### src/sv/lcwc_pkg.sv
// Shared types, codes and constants of the load cell weight conditioner.
package lcwc_pkg;

    localparam int CHANNELS  = 4;
    localparam int CH_W      = 2;
    localparam int RAW_W     = 24;
    localparam int DIFF_W    = RAW_W + 1;
    localparam int MASS_W    = 16;
    localparam int MASS_CG_W = 23;
    localparam int PROD_W    = 48;
    localparam int W_W       = 32;
    localparam int CFG_IDX_W = 3;
    localparam int CFG_DAT_W = 16;
    localparam int DIV_STEPS = PROD_W;
    localparam int DIV_CNT_W = $clog2(DIV_STEPS + 1);

    // Request kinds
    localparam logic [1:0] KIND_SAMPLE = 2'd0;
    localparam logic [1:0] KIND_TARE   = 2'd1;
    localparam logic [1:0] KIND_ZERO   = 2'd2;
    localparam logic [1:0] KIND_REF    = 2'd3;

    // Result status
    localparam logic [1:0] STAT_OK       = 2'd0;
    localparam logic [1:0] STAT_ABSENT   = 2'd1;
    localparam logic [1:0] STAT_SPAN_LOW = 2'd2;

    // Register indexes
    localparam logic [CFG_IDX_W-1:0] REG_PRESENT_MASK  = 3'd0;
    localparam logic [CFG_IDX_W-1:0] REG_CALIB_MASS    = 3'd1;
    localparam logic [CFG_IDX_W-1:0] REG_ZERO_DEADBAND = 3'd2;
    localparam logic [CFG_IDX_W-1:0] REG_DISP_DEADBAND = 3'd3;
    localparam logic [CFG_IDX_W-1:0] REG_MIN_SPAN      = 3'd4;

    // Per-channel calibration record
    typedef struct packed {
        logic [RAW_W-1:0]  tare;
        logic [RAW_W-1:0]  zref;
        logic [DIFF_W-1:0] span;
        logic [W_W-1:0]    shown;
    } chan_rec_t;

    localparam chan_rec_t REC_RESET = '{
        tare:  '0,
        zref:  '0,
        span:  DIFF_W'(100),
        shown: '0
    };

endpackage

### src/sv/lcwc_ifs.sv
// Handshake channel interfaces: reading requests, results and register writes.
interface lcwc_req_if;
    logic                              valid;
    logic                              ready;
    logic [1:0]                        kind;
    logic [lcwc_pkg::CH_W-1:0]         channel;
    logic signed [lcwc_pkg::RAW_W-1:0] raw_reading;

    modport source (output valid, kind, channel, raw_reading, input ready);
    modport sink   (input valid, kind, channel, raw_reading, output ready);
endinterface

interface lcwc_rsp_if;
    logic                            valid;
    logic                            ready;
    logic [lcwc_pkg::CH_W-1:0]       out_channel;
    logic [1:0]                      status;
    logic signed [lcwc_pkg::W_W-1:0] weight_cg;
    logic signed [lcwc_pkg::W_W-1:0] shown_cg;

    modport source (output valid, out_channel, status, weight_cg, shown_cg, input ready);
    modport sink   (input valid, out_channel, status, weight_cg, shown_cg, output ready);
endinterface

interface lcwc_cfg_if;
    logic                           valid;
    logic                           ready;
    logic [lcwc_pkg::CFG_IDX_W-1:0] index;
    logic [lcwc_pkg::CFG_DAT_W-1:0] data;

    modport source (output valid, index, data, input ready);
    modport sink   (input valid, index, data, output ready);
endinterface

### src/sv/lcwc_chan_mem.sv
// Per-channel calibration record memory with registered read and reset-valid bits.
module lcwc_chan_mem (
    input  logic                      clk,
    input  logic                      rst_n,
    input  logic                      rd_en,
    input  logic [lcwc_pkg::CH_W-1:0] rd_addr,
    output lcwc_pkg::chan_rec_t       rd_data,
    input  logic                      wr_en,
    input  logic [lcwc_pkg::CH_W-1:0] wr_addr,
    input  lcwc_pkg::chan_rec_t       wr_data
);

    lcwc_pkg::chan_rec_t               mem [lcwc_pkg::CHANNELS];
    lcwc_pkg::chan_rec_t               rd_data_reg;
    logic                              rd_valid_reg;
    logic [lcwc_pkg::CHANNELS-1:0]     valid_reg;

    always_ff @(posedge clk)
    begin
        if (wr_en)
        begin
            mem[wr_addr] <= wr_data;
        end
        if (rd_en)
        begin
            rd_data_reg <= mem[rd_addr];
        end
    end

    always_ff @(posedge clk or negedge rst_n)
    begin
        if (!rst_n)
        begin
            valid_reg    <= '0;
            rd_valid_reg <= 1'b0;
        end
        else
        begin
            if (wr_en)
            begin
                valid_reg[wr_addr] <= 1'b1;
            end
            if (rd_en)
            begin
                rd_valid_reg <= valid_reg[rd_addr];
            end
        end
    end

    // An entry never written reads as its reset record
    assign rd_data = rd_valid_reg ? rd_data_reg : lcwc_pkg::REC_RESET;

endmodule

### src/sv/lcwc_div.sv
// Radix-2 restoring divider on magnitudes, one quotient bit per cycle.
module lcwc_div (
    input  logic                          clk,
    input  logic                          rst_n,
    input  logic                          start,
    input  logic [lcwc_pkg::PROD_W-1:0]   dividend,
    input  logic [lcwc_pkg::DIFF_W-1:0]   divisor,
    output logic                          done,
    output logic [lcwc_pkg::PROD_W-1:0]   quotient
);

    logic [lcwc_pkg::PROD_W-1:0]    dvd_reg;
    logic [lcwc_pkg::DIFF_W-1:0]    dsr_reg;
    logic [lcwc_pkg::DIFF_W-1:0]    rem_reg;
    logic [lcwc_pkg::DIV_CNT_W-1:0] cnt_reg;
    logic                           done_reg;
    logic [lcwc_pkg::DIFF_W:0]      shifted;
    logic [lcwc_pkg::DIFF_W:0]      trial;
    logic                           q_bit;

    always_comb
    begin
        shifted = {rem_reg, dvd_reg[lcwc_pkg::PROD_W-1]};
        trial   = shifted - {1'b0, dsr_reg};
        q_bit   = (shifted >= {1'b0, dsr_reg});
    end

    always_ff @(posedge clk)
    begin
        if (start)
        begin
            dvd_reg <= dividend;
            dsr_reg <= divisor;
            rem_reg <= '0;
        end
        else if (cnt_reg != '0)
        begin
            // Quotient bits shift in as the dividend bits shift out
            dvd_reg <= {dvd_reg[lcwc_pkg::PROD_W-2:0], q_bit};
            rem_reg <= q_bit ? trial[lcwc_pkg::DIFF_W-1:0] : shifted[lcwc_pkg::DIFF_W-1:0];
        end
    end

    always_ff @(posedge clk or negedge rst_n)
    begin
        if (!rst_n)
        begin
            cnt_reg  <= '0;
            done_reg <= 1'b0;
        end
        else
        begin
            done_reg <= (cnt_reg == lcwc_pkg::DIV_CNT_W'(1));
            if (start)
            begin
                cnt_reg <= lcwc_pkg::DIV_CNT_W'(lcwc_pkg::DIV_STEPS);
            end
            else if (cnt_reg != '0)
            begin
                cnt_reg <= cnt_reg - lcwc_pkg::DIV_CNT_W'(1);
            end
        end
    end

    assign done     = done_reg;
    assign quotient = dvd_reg;

endmodule

### src/sv/load_cell_weight_conditioner_unit.sv
// Top level of the load cell weight conditioner: sequencer, arithmetic and result register.
//
// Channels: "reading" takes one request (kind, channel, signed raw reading);
// "result" returns exactly one result per request (channel, status, weight
// and shown weight in centigrams); "cfg" writes a register by index and is
// always ready. Register writes are expected only while no request is in work.
//
// Sequence: a sample runs load, multiply, divider start, divide until the 48-step
// bit-serial divider is done, saturate and finish (a zero span goes from multiply to
// finish); a reference capture runs load, multiply and finish; tare and zero captures
// and requests for absent channels run load and finish. A request is accepted only in
// idle, which the sequencer reenters as the result is registered. Each request reads
// its record from a registered-read memory and, unless absent or span-low, writes it back.
//
// Reset: registers return to their defaults (all channels present, 100 g
// mass, deadbands 5 and 3 cg, min span 10) and every channel record reads as
// tare 0, zero 0, span 100, shown 0 until it is first written.
//
// Stall: a finished result waits in the output register; the next request is
// accepted meanwhile and runs up to its own result, which holds until the
// receiver takes the earlier one.
module load_cell_weight_conditioner_unit (
    input  logic       clk,
    input  logic       rst_n,
    lcwc_req_if.sink   reading,
    lcwc_rsp_if.source result,
    lcwc_cfg_if.sink   cfg
);

    localparam logic [2:0] S_IDLE = 3'd0;
    localparam logic [2:0] S_LOAD = 3'd1;
    localparam logic [2:0] S_MUL  = 3'd2;
    localparam logic [2:0] S_DVS  = 3'd3;
    localparam logic [2:0] S_DIV  = 3'd4;
    localparam logic [2:0] S_SAT  = 3'd5;
    localparam logic [2:0] S_FIN  = 3'd6;

    localparam int RAW_W  = lcwc_pkg::RAW_W;
    localparam int DIFF_W = lcwc_pkg::DIFF_W;
    localparam int PROD_W = lcwc_pkg::PROD_W;
    localparam int W_W    = lcwc_pkg::W_W;
    localparam int MCG_W  = lcwc_pkg::MASS_CG_W;

    // Configuration registers
    logic [lcwc_pkg::CHANNELS-1:0]  present_mask_reg;
    logic [MCG_W-1:0]               mass_cg_reg;
    logic [15:0]                    zero_db_reg;
    logic [15:0]                    disp_db_reg;
    logic [15:0]                    min_span_reg;
    logic [MCG_W-1:0]               mass_cg_new;

    // Sequencer and datapath registers
    logic [2:0]                     state_reg, state_next;
    logic [1:0]                     kind_reg, kind_next;
    logic [lcwc_pkg::CH_W-1:0]      ch_reg, ch_next;
    logic [RAW_W-1:0]               raw_reg, raw_next;
    logic                           present_reg, present_next;
    lcwc_pkg::chan_rec_t            rec_reg, rec_next;
    logic [DIFF_W-1:0]              diff_reg, diff_next;
    logic [PROD_W-1:0]              prod_reg, prod_next;
    logic                           neg_reg, neg_next;
    logic                           small_reg, small_next;
    logic [W_W-1:0]                 w_reg, w_next;

    // Result register
    logic                           out_valid_reg, out_valid_next;
    logic [lcwc_pkg::CH_W-1:0]      out_ch_reg, out_ch_next;
    logic [1:0]                     out_status_reg, out_status_next;
    logic [W_W-1:0]                 out_weight_reg, out_weight_next;
    logic [W_W-1:0]                 out_shown_reg, out_shown_next;

    // Memory and divider connections
    logic                           mem_rd_en;
    lcwc_pkg::chan_rec_t            mem_rd_data;
    logic                           mem_wr_en;
    lcwc_pkg::chan_rec_t            mem_wr_data;
    logic                           div_start;
    logic                           div_done;
    logic [PROD_W-1:0]              div_quot;
    logic [PROD_W-1:0]              prod_mag;
    logic [DIFF_W-1:0]              span_mag;

    // Combinational helpers
    logic                           req_fire;
    logic                           fin_fire;
    logic [RAW_W-1:0]               base_sel;
    logic [DIFF_W-1:0]              diff_mag;
    logic [W_W-1:0]                 q_sat;
    logic [W_W-1:0]                 w_mag;
    logic [W_W:0]                   shown_diff;
    logic [W_W:0]                   shown_diff_mag;
    logic [W_W-1:0]                 shown_new;

    assign req_fire = reading.valid && reading.ready;
    assign fin_fire = (state_reg == S_FIN) && (!out_valid_reg || result.ready);

    // Mass in centigrams: data * 100 as shifts
    assign mass_cg_new = MCG_W'({cfg.data, 6'b0}) + MCG_W'({cfg.data, 5'b0})
                       + MCG_W'({cfg.data, 2'b0});

    always_ff @(posedge clk or negedge rst_n)
    begin
        if (!rst_n)
        begin
            present_mask_reg <= '1;
            mass_cg_reg      <= MCG_W'(10000);
            zero_db_reg      <= 16'd5;
            disp_db_reg      <= 16'd3;
            min_span_reg     <= 16'd10;
        end
        else if (cfg.valid && cfg.ready)
        begin
            unique case (cfg.index)
                lcwc_pkg::REG_PRESENT_MASK:  present_mask_reg <= cfg.data[lcwc_pkg::CHANNELS-1:0];
                lcwc_pkg::REG_CALIB_MASS:    mass_cg_reg      <= mass_cg_new;
                lcwc_pkg::REG_ZERO_DEADBAND: zero_db_reg      <= cfg.data;
                lcwc_pkg::REG_DISP_DEADBAND: disp_db_reg      <= cfg.data;
                lcwc_pkg::REG_MIN_SPAN:      min_span_reg     <= cfg.data;
                default:                     ;
            endcase
        end
    end

    assign cfg.ready = 1'b1;

    lcwc_chan_mem u_mem (
        .clk     (clk),
        .rst_n   (rst_n),
        .rd_en   (mem_rd_en),
        .rd_addr (reading.channel),
        .rd_data (mem_rd_data),
        .wr_en   (mem_wr_en),
        .wr_addr (ch_reg),
        .wr_data (mem_wr_data)
    );

    assign mem_rd_en = req_fire;
    assign div_start = (state_reg == S_DVS);
    assign prod_mag  = prod_reg[PROD_W-1] ? (~prod_reg + PROD_W'(1)) : prod_reg;
    assign span_mag  = rec_reg.span[DIFF_W-1] ? (~rec_reg.span + DIFF_W'(1)) : rec_reg.span;

    lcwc_div u_div (
        .clk      (clk),
        .rst_n    (rst_n),
        .start    (div_start),
        .dividend (prod_mag),
        .divisor  (span_mag),
        .done     (div_done),
        .quotient (div_quot)
    );

    always_comb
    begin
        // Reference capture measures against the zero, everything else against the tare
        base_sel = (kind_reg == lcwc_pkg::KIND_REF) ? mem_rd_data.zref : mem_rd_data.tare;
        diff_mag = diff_reg[DIFF_W-1] ? (~diff_reg + DIFF_W'(1)) : diff_reg;

        // Saturate the signed quotient to 32 bits
        if (div_quot[PROD_W-1:W_W-1] != '0)
        begin
            q_sat = neg_reg ? {1'b1, {(W_W-1){1'b0}}} : {1'b0, {(W_W-1){1'b1}}};
        end
        else
        begin
            q_sat = neg_reg ? (~div_quot[W_W-1:0] + W_W'(1)) : div_quot[W_W-1:0];
        end
        w_mag = q_sat[W_W-1] ? (~q_sat + W_W'(1)) : q_sat;

        // Display hysteresis against the stored shown weight
        shown_diff     = {w_reg[W_W-1], w_reg} - {rec_reg.shown[W_W-1], rec_reg.shown};
        shown_diff_mag = shown_diff[W_W] ? (~shown_diff + (W_W+1)'(1)) : shown_diff;
        shown_new      = (shown_diff_mag >= (W_W+1)'(disp_db_reg)) ? w_reg : rec_reg.shown;
    end

    always_comb
    begin
        state_next      = state_reg;
        kind_next       = kind_reg;
        ch_next         = ch_reg;
        raw_next        = raw_reg;
        present_next    = present_reg;
        rec_next        = rec_reg;
        diff_next       = diff_reg;
        prod_next       = prod_reg;
        neg_next        = neg_reg;
        small_next      = small_reg;
        w_next          = w_reg;
        out_valid_next  = out_valid_reg;
        out_ch_next     = out_ch_reg;
        out_status_next = out_status_reg;
        out_weight_next = out_weight_reg;
        out_shown_next  = out_shown_reg;
        mem_wr_en       = 1'b0;
        mem_wr_data     = rec_reg;

        // Drop the result once taken
        if (out_valid_reg && result.ready)
        begin
            out_valid_next = 1'b0;
        end

        unique case (state_reg)
            S_IDLE:
            begin
                if (req_fire)
                begin
                    kind_next  = reading.kind;
                    ch_next    = reading.channel;
                    raw_next   = reading.raw_reading;
                    state_next = S_LOAD;
                end
            end
            S_LOAD:
            begin
                rec_next     = mem_rd_data;
                present_next = present_mask_reg[ch_reg];
                diff_next    = DIFF_W'($signed({raw_reg[RAW_W-1], raw_reg})
                                       - $signed({base_sel[RAW_W-1], base_sel}));
                w_next       = '0;
                if (!present_mask_reg[ch_reg] || (kind_reg == lcwc_pkg::KIND_TARE)
                    || (kind_reg == lcwc_pkg::KIND_ZERO))
                begin
                    state_next = S_FIN;
                end
                else
                begin
                    state_next = S_MUL;
                end
            end
            S_MUL:
            begin
                if (kind_reg == lcwc_pkg::KIND_SAMPLE)
                begin
                    prod_next = PROD_W'($signed(diff_reg) * $signed({1'b0, mass_cg_reg}));
                    neg_next  = diff_reg[DIFF_W-1] ^ rec_reg.span[DIFF_W-1];
                    // Zero span skips the divider and reads as zero weight
                    state_next = (rec_reg.span == '0) ? S_FIN : S_DVS;
                end
                else
                begin
                    small_next = (diff_mag < DIFF_W'(min_span_reg));
                    state_next = S_FIN;
                end
            end
            S_DVS:
            begin
                state_next = S_DIV;
            end
            S_DIV:
            begin
                if (div_done)
                begin
                    state_next = S_SAT;
                end
            end
            S_SAT:
            begin
                // Force small weights to zero
                w_next     = (w_mag < W_W'(zero_db_reg)) ? '0 : q_sat;
                state_next = S_FIN;
            end
            S_FIN:
            begin
                if (fin_fire)
                begin
                    out_valid_next  = 1'b1;
                    out_ch_next     = ch_reg;
                    out_status_next = lcwc_pkg::STAT_OK;
                    out_weight_next = '0;
                    out_shown_next  = '0;
                    state_next      = S_IDLE;
                    if (!present_reg)
                    begin
                        out_status_next = lcwc_pkg::STAT_ABSENT;
                    end
                    else
                    begin
                        case (kind_reg)
                            lcwc_pkg::KIND_SAMPLE:
                            begin
                                out_weight_next   = w_reg;
                                out_shown_next    = shown_new;
                                mem_wr_en         = 1'b1;
                                mem_wr_data.shown = shown_new;
                            end
                            lcwc_pkg::KIND_TARE:
                            begin
                                mem_wr_en         = 1'b1;
                                mem_wr_data.tare  = raw_reg;
                                mem_wr_data.shown = '0;
                            end
                            lcwc_pkg::KIND_ZERO:
                            begin
                                mem_wr_en         = 1'b1;
                                mem_wr_data.tare  = raw_reg;
                                mem_wr_data.zref  = raw_reg;
                                mem_wr_data.shown = '0;
                            end
                            default:
                            begin
                                if (small_reg)
                                begin
                                    out_status_next = lcwc_pkg::STAT_SPAN_LOW;
                                    out_shown_next  = rec_reg.shown;
                                end
                                else
                                begin
                                    out_weight_next   = W_W'(mass_cg_reg);
                                    out_shown_next    = W_W'(mass_cg_reg);
                                    mem_wr_en         = 1'b1;
                                    mem_wr_data.span  = diff_reg;
                                    mem_wr_data.shown = W_W'(mass_cg_reg);
                                end
                            end
                        endcase
                    end
                end
            end
            default:
            begin
                state_next = S_IDLE;
            end
        endcase
    end

    always_ff @(posedge clk or negedge rst_n)
    begin
        if (!rst_n)
        begin
            state_reg     <= S_IDLE;
            out_valid_reg <= 1'b0;
        end
        else
        begin
            state_reg     <= state_next;
            out_valid_reg <= out_valid_next;
        end
    end

    always_ff @(posedge clk)
    begin
        kind_reg       <= kind_next;
        ch_reg         <= ch_next;
        raw_reg        <= raw_next;
        present_reg    <= present_next;
        rec_reg        <= rec_next;
        diff_reg       <= diff_next;
        prod_reg       <= prod_next;
        neg_reg        <= neg_next;
        small_reg      <= small_next;
        w_reg          <= w_next;
        out_ch_reg     <= out_ch_next;
        out_status_reg <= out_status_next;
        out_weight_reg <= out_weight_next;
        out_shown_reg  <= out_shown_next;
    end

    assign reading.ready      = (state_reg == S_IDLE);
    assign result.valid       = out_valid_reg;
    assign result.out_channel = out_ch_reg;
    assign result.status      = out_status_reg;
    assign result.weight_cg   = out_weight_reg;
    assign result.shown_cg    = out_shown_reg;

endmodule
### src/flat_wrapper.sv
// flat-port wrapper written by rule: the top's interface ports become plain ports
module load_cell_weight_conditioner_unit_flat 
  (clk, rst_n, reading_valid, reading_kind, reading_channel, reading_raw_reading, reading_ready, result_valid, result_out_channel, result_status, result_weight_cg, result_shown_cg, result_ready, cfg_valid, cfg_index, cfg_data, cfg_ready);
  lcwc_req_if reading_i ();
  lcwc_rsp_if result_i ();
  lcwc_cfg_if cfg_i ();
  input  logic clk;
  input  logic rst_n;
  input wire logic [$bits(reading_i.valid)-1:0] reading_valid;
  input wire logic [$bits(reading_i.kind)-1:0] reading_kind;
  input wire logic [$bits(reading_i.channel)-1:0] reading_channel;
  input wire logic [$bits(reading_i.raw_reading)-1:0] reading_raw_reading;
  output wire logic [$bits(reading_i.ready)-1:0] reading_ready;
  output wire logic [$bits(result_i.valid)-1:0] result_valid;
  output wire logic [$bits(result_i.out_channel)-1:0] result_out_channel;
  output wire logic [$bits(result_i.status)-1:0] result_status;
  output wire logic [$bits(result_i.weight_cg)-1:0] result_weight_cg;
  output wire logic [$bits(result_i.shown_cg)-1:0] result_shown_cg;
  input wire logic [$bits(result_i.ready)-1:0] result_ready;
  input wire logic [$bits(cfg_i.valid)-1:0] cfg_valid;
  input wire logic [$bits(cfg_i.index)-1:0] cfg_index;
  input wire logic [$bits(cfg_i.data)-1:0] cfg_data;
  output wire logic [$bits(cfg_i.ready)-1:0] cfg_ready;
  assign reading_i.valid = reading_valid;
  assign reading_i.kind = reading_kind;
  assign reading_i.channel = reading_channel;
  assign reading_i.raw_reading = reading_raw_reading;
  assign reading_ready = reading_i.ready;
  assign result_valid = result_i.valid;
  assign result_out_channel = result_i.out_channel;
  assign result_status = result_i.status;
  assign result_weight_cg = result_i.weight_cg;
  assign result_shown_cg = result_i.shown_cg;
  assign result_i.ready = result_ready;
  assign cfg_i.valid = cfg_valid;
  assign cfg_i.index = cfg_index;
  assign cfg_i.data = cfg_data;
  assign cfg_ready = cfg_i.ready;
  load_cell_weight_conditioner_unit u_core (.clk(clk), .rst_n(rst_n), .reading(reading_i), .result(result_i), .cfg(cfg_i));
endmodule
### config.mk
export PLATFORM = sky130hd
export DESIGN_NAME = load_cell_weight_conditioner_unit_flat
export DESIGN_NICKNAME = d
export VERILOG_FILES = /design/src/sv/lcwc_pkg.sv /design/src/sv/lcwc_ifs.sv /design/src/sv/lcwc_chan_mem.sv /design/src/sv/lcwc_div.sv /design/src/sv/load_cell_weight_conditioner_unit.sv /design/src/flat_wrapper.sv
export SDC_FILE = /design/constraint.sdc
export NUM_CORES = 2
export LEC_CHECK = 0
export BUFFER_PORTS_ARGS = -buffer_cell sky130_fd_sc_hd__buf_4
export CAP_MARGIN = 20
export CORE_MARGIN = 3
export CORE_UTILIZATION = 65
export DETAILED_ROUTE_END_ITERATION = 10
export PLACE_DENSITY_LB_ADDON = 0.25
export SLEW_MARGIN = 0
export SYNTH_ARGS = -nofsm -noshare
export SYNTH_HDL_FRONTEND = slang
export SYNTH_HIERARCHICAL = 1
export SYNTH_SLANG_ARGS = --single-unit
### constraint.sdc
create_clock -name clk -period 15.4 [get_ports clk]
set_input_delay 3.08 -clock clk [delete_from_list [all_inputs] [get_ports clk]]
set_output_delay 3.08 -clock clk [all_outputs]
set_load 0.01 [all_outputs]
==> results.json <==
{
  "period_needed_ns": 8.11,
  "postCtsSetupBuffers": 0,
  "grt_pass1_wl_mm": 279,
  "row_count": 119,
  "grt_pass1_vias": 48600,
  "yosysTopAreaCellShare_pct": 38.7,
  "ys_ff_latch": 1019,
  "place_congestion": 0.965,
  "finalSetupViolCount": 0,
  "rsz0062_at_grt": "false",
  "min_path_type": "flop to flop",
  "yosysWarnings": 6,
  "portBuffers": 121,
  "synthToLayoutAreaGrowth_pct": 8.12,
  "track_usage_pct": 32.4,
  "post-route-period-util_pct": 52.7,
  "cts_buffer_depth": 3,
  "yosysMostFrequentCell": "edfxtp_1",
  "layout_setup_ws_ns": 7.29,
  "drt_iter0_drc": 4726,
  "largest_register_ffs": 420,
  "n_fill_cell": 7202,
  "stdcell_count": 7516,
  "fin_nets": 6957,
  "avgSynthCellArea_sq_um": 11.6,
  "status": "completed",
  "cts_inserted_buffers": 103,
  "ys_seq_area_share_pct": 42.6,
  "synth_cells": 6026,
  "async_reset_ff_share_pct": 8.73,
  "syn_area_sq_mm": 0.0702,
  "start_util_pct": 66.1,
  "synth_edf_count": 905,
  "cts.clk_slew.worst_paths_ns": 0.06,
  "pre_cts_ws_ns": 7.28,
  "wl_per_cell_um": 23.8,
  "hold_path_depth": 1,
  "crit_type": "flop to flop",
  "cts_root_buf": "clkbuf_16",
  "grt_max_degree": 131,
  "synthFlopType": "edfxtp_1",
  "dp_hpwl_mm": 124,
  "crit_path_max_fanout": 29,
  "drive_above_1_share_pct": 12.1,
  "worstRegToRegCells": 24,
  "vias": 47900,
  "fp.dieW_um": 335,
  "drt-total-wl_mm": 179,
  "critPathCaptureType": "flop",
  "hold_buffers": 0,
  "grt_overflow": 0,
  "crit_arrival_ns": 8.52,
  "first_pass_iters": 6,
  "ys_types": 98,
  "die-height_um": 335,
  "critical_path_required_ns": 15.81,
  "fin_setup_tns_ns": 0,
  "synth.area.top_cells": "edfxtp_1 (39%), fa_1 (16%), ha_1 (5.7%), inv_1 (3.9%), mux4_2 (3.4%)",
  "core_area_sq_mm": 0.106,
  "skew_ns": 0.0505,
  "cts_tree": "done",
  "hold_violations": 0,
  "cts_resized": 0,
  "slew_violations": 0,
  "relSlewSlack_pct": 25.1,
  "worst_pin_slew_ns": 1.12,
  "viasPerCell": 6.37,
  "antenna_found_initial": 1,
  "max_freq_ghz": 0.123,
  "placed_cells": 7321,
  "startpoint_type": "flop",
  "drc": 0,
  "antenna_left": 0,
  "drv_cap": 0,
  "clk_latency_ns": 0.71,
  "insertedDiodeCount": 0,
  "h-tree-depth": 3,
  "synth.cells.most_frequent": "edfxtp_1 (905), inv_1 (728), fa_1 (545)",
  "yosys.area.top_type": "edfxtp_1",
  "numClockSinks": 1019,
  "num_io_pins": 123,
  "die-area_sq_mm": 0.112
}
[worst max-delay path: stages (launching register included)]
cell and delay [ns]:
dfstp_2 0.90, and2_1 0.24, fa_1 0.45, fa_1 0.52
inv_1 0.05, fa_1 0.46, fa_1 0.52, fa_1 0.51
fa_1 0.49, inv_1 0.05, fa_1 0.43, ha_1 0.34
nand3_1 0.13, nor2b_1 0.13, a21oi_1 0.14, o31a_1 0.35
o21ai_0 0.53, o211a_1 0.28, o21a_1 0.24, a311oi_1 0.15
o21ai_0 0.32, nand2_1 0.14, o21ai_0 0.19, a21oi_1 0.10
xnor2_1 0.13
[kinds of logic after synthesis]
logic type / share of synthesized area (%)
adders and majority gates: 21.3
muxes: 7.03
and+or+nand+nor: 12.0
other: 0.0107
buffers and inverters: 5.75
DFF: 42.6
AOI/OAI and AO/OA: 8.38
xor gates and xnor gates: 2.92
[layout by cell type (no fill, tap or decap), drive strengths merged, types with 147 or more instances in the layout]
cell / synthesis / layout
edfxtp: 905 / 905
inv: 728 / 734
fa: 545 / 545
nand2: 537 / 537
and2: 362 / 362
ha: 322 / 322
nor2: 263 / 263
buf: 45 / 216
o21ai: 213 / 213
xnor2: 185 / 185
a21oi: 174 / 174
mux2: 147 / 147
[metal layers]
| layer | wire length [um] | GRT usage [%] | vias to the layer above |
|---|---|---|---|
| met1 | 67500 | 42.5 | 24100 |
| met5 | 8 | 0 | - |
| met4 | 9420 | 15.2 | 2 |
| met2 | 86700 | 53.5 | 2367 |
| met3 | 15700 | 5.46 | 517 |
| li1 | - | - | 20900 |
[final cells by class]
type                       instances  area, sq um  share of cell area, %
multi-input combinational       3970        36300                   47.9
sequential                      1019        29900                   39.4
clock buffer                     133         2810                   3.71
inverter                         728         2730                   3.60
tap                             1391         1740                   2.29
timing repair buffer             216         1680                   2.21
clock inverter                    59          682                  0.898
[through the flow]
step	hold slack (ns)	instance area (sq um)	utilization [%]
after global placement	0.448	72300	68.1
after CTS	0.470	75800	71.4
final	0.471	75900	71.5
after detailed placement	0.457	72300	68.1
after floorplan	0.433	70200	-
after global routing	0.483	75900	71.5
[path summary, 6_finish.rpt]
kind,from,to,slack (ns)
hold / removal,u_core/u_mem/valid_reg[0],u_core/u_mem/valid_reg[0],0.47
max in group asynchronous,rst_n,u_core/u_mem/rd_valid_reg,11.78
min in group asynchronous,rst_n,u_core/disp_db_reg[9],2.35
setup / recovery,u_core/mass_cg_reg[8],u_core/prod_reg[47],7.29
hold reg to reg,u_core/u_mem/valid_reg[0],u_core/u_mem/valid_reg[0],0.47
setup reg to reg,u_core/mass_cg_reg[8],u_core/prod_reg[47],7.29
Power is not shown: default switching activity piles up to over one toggle a cycle in this logic, so the estimate is an artifact.
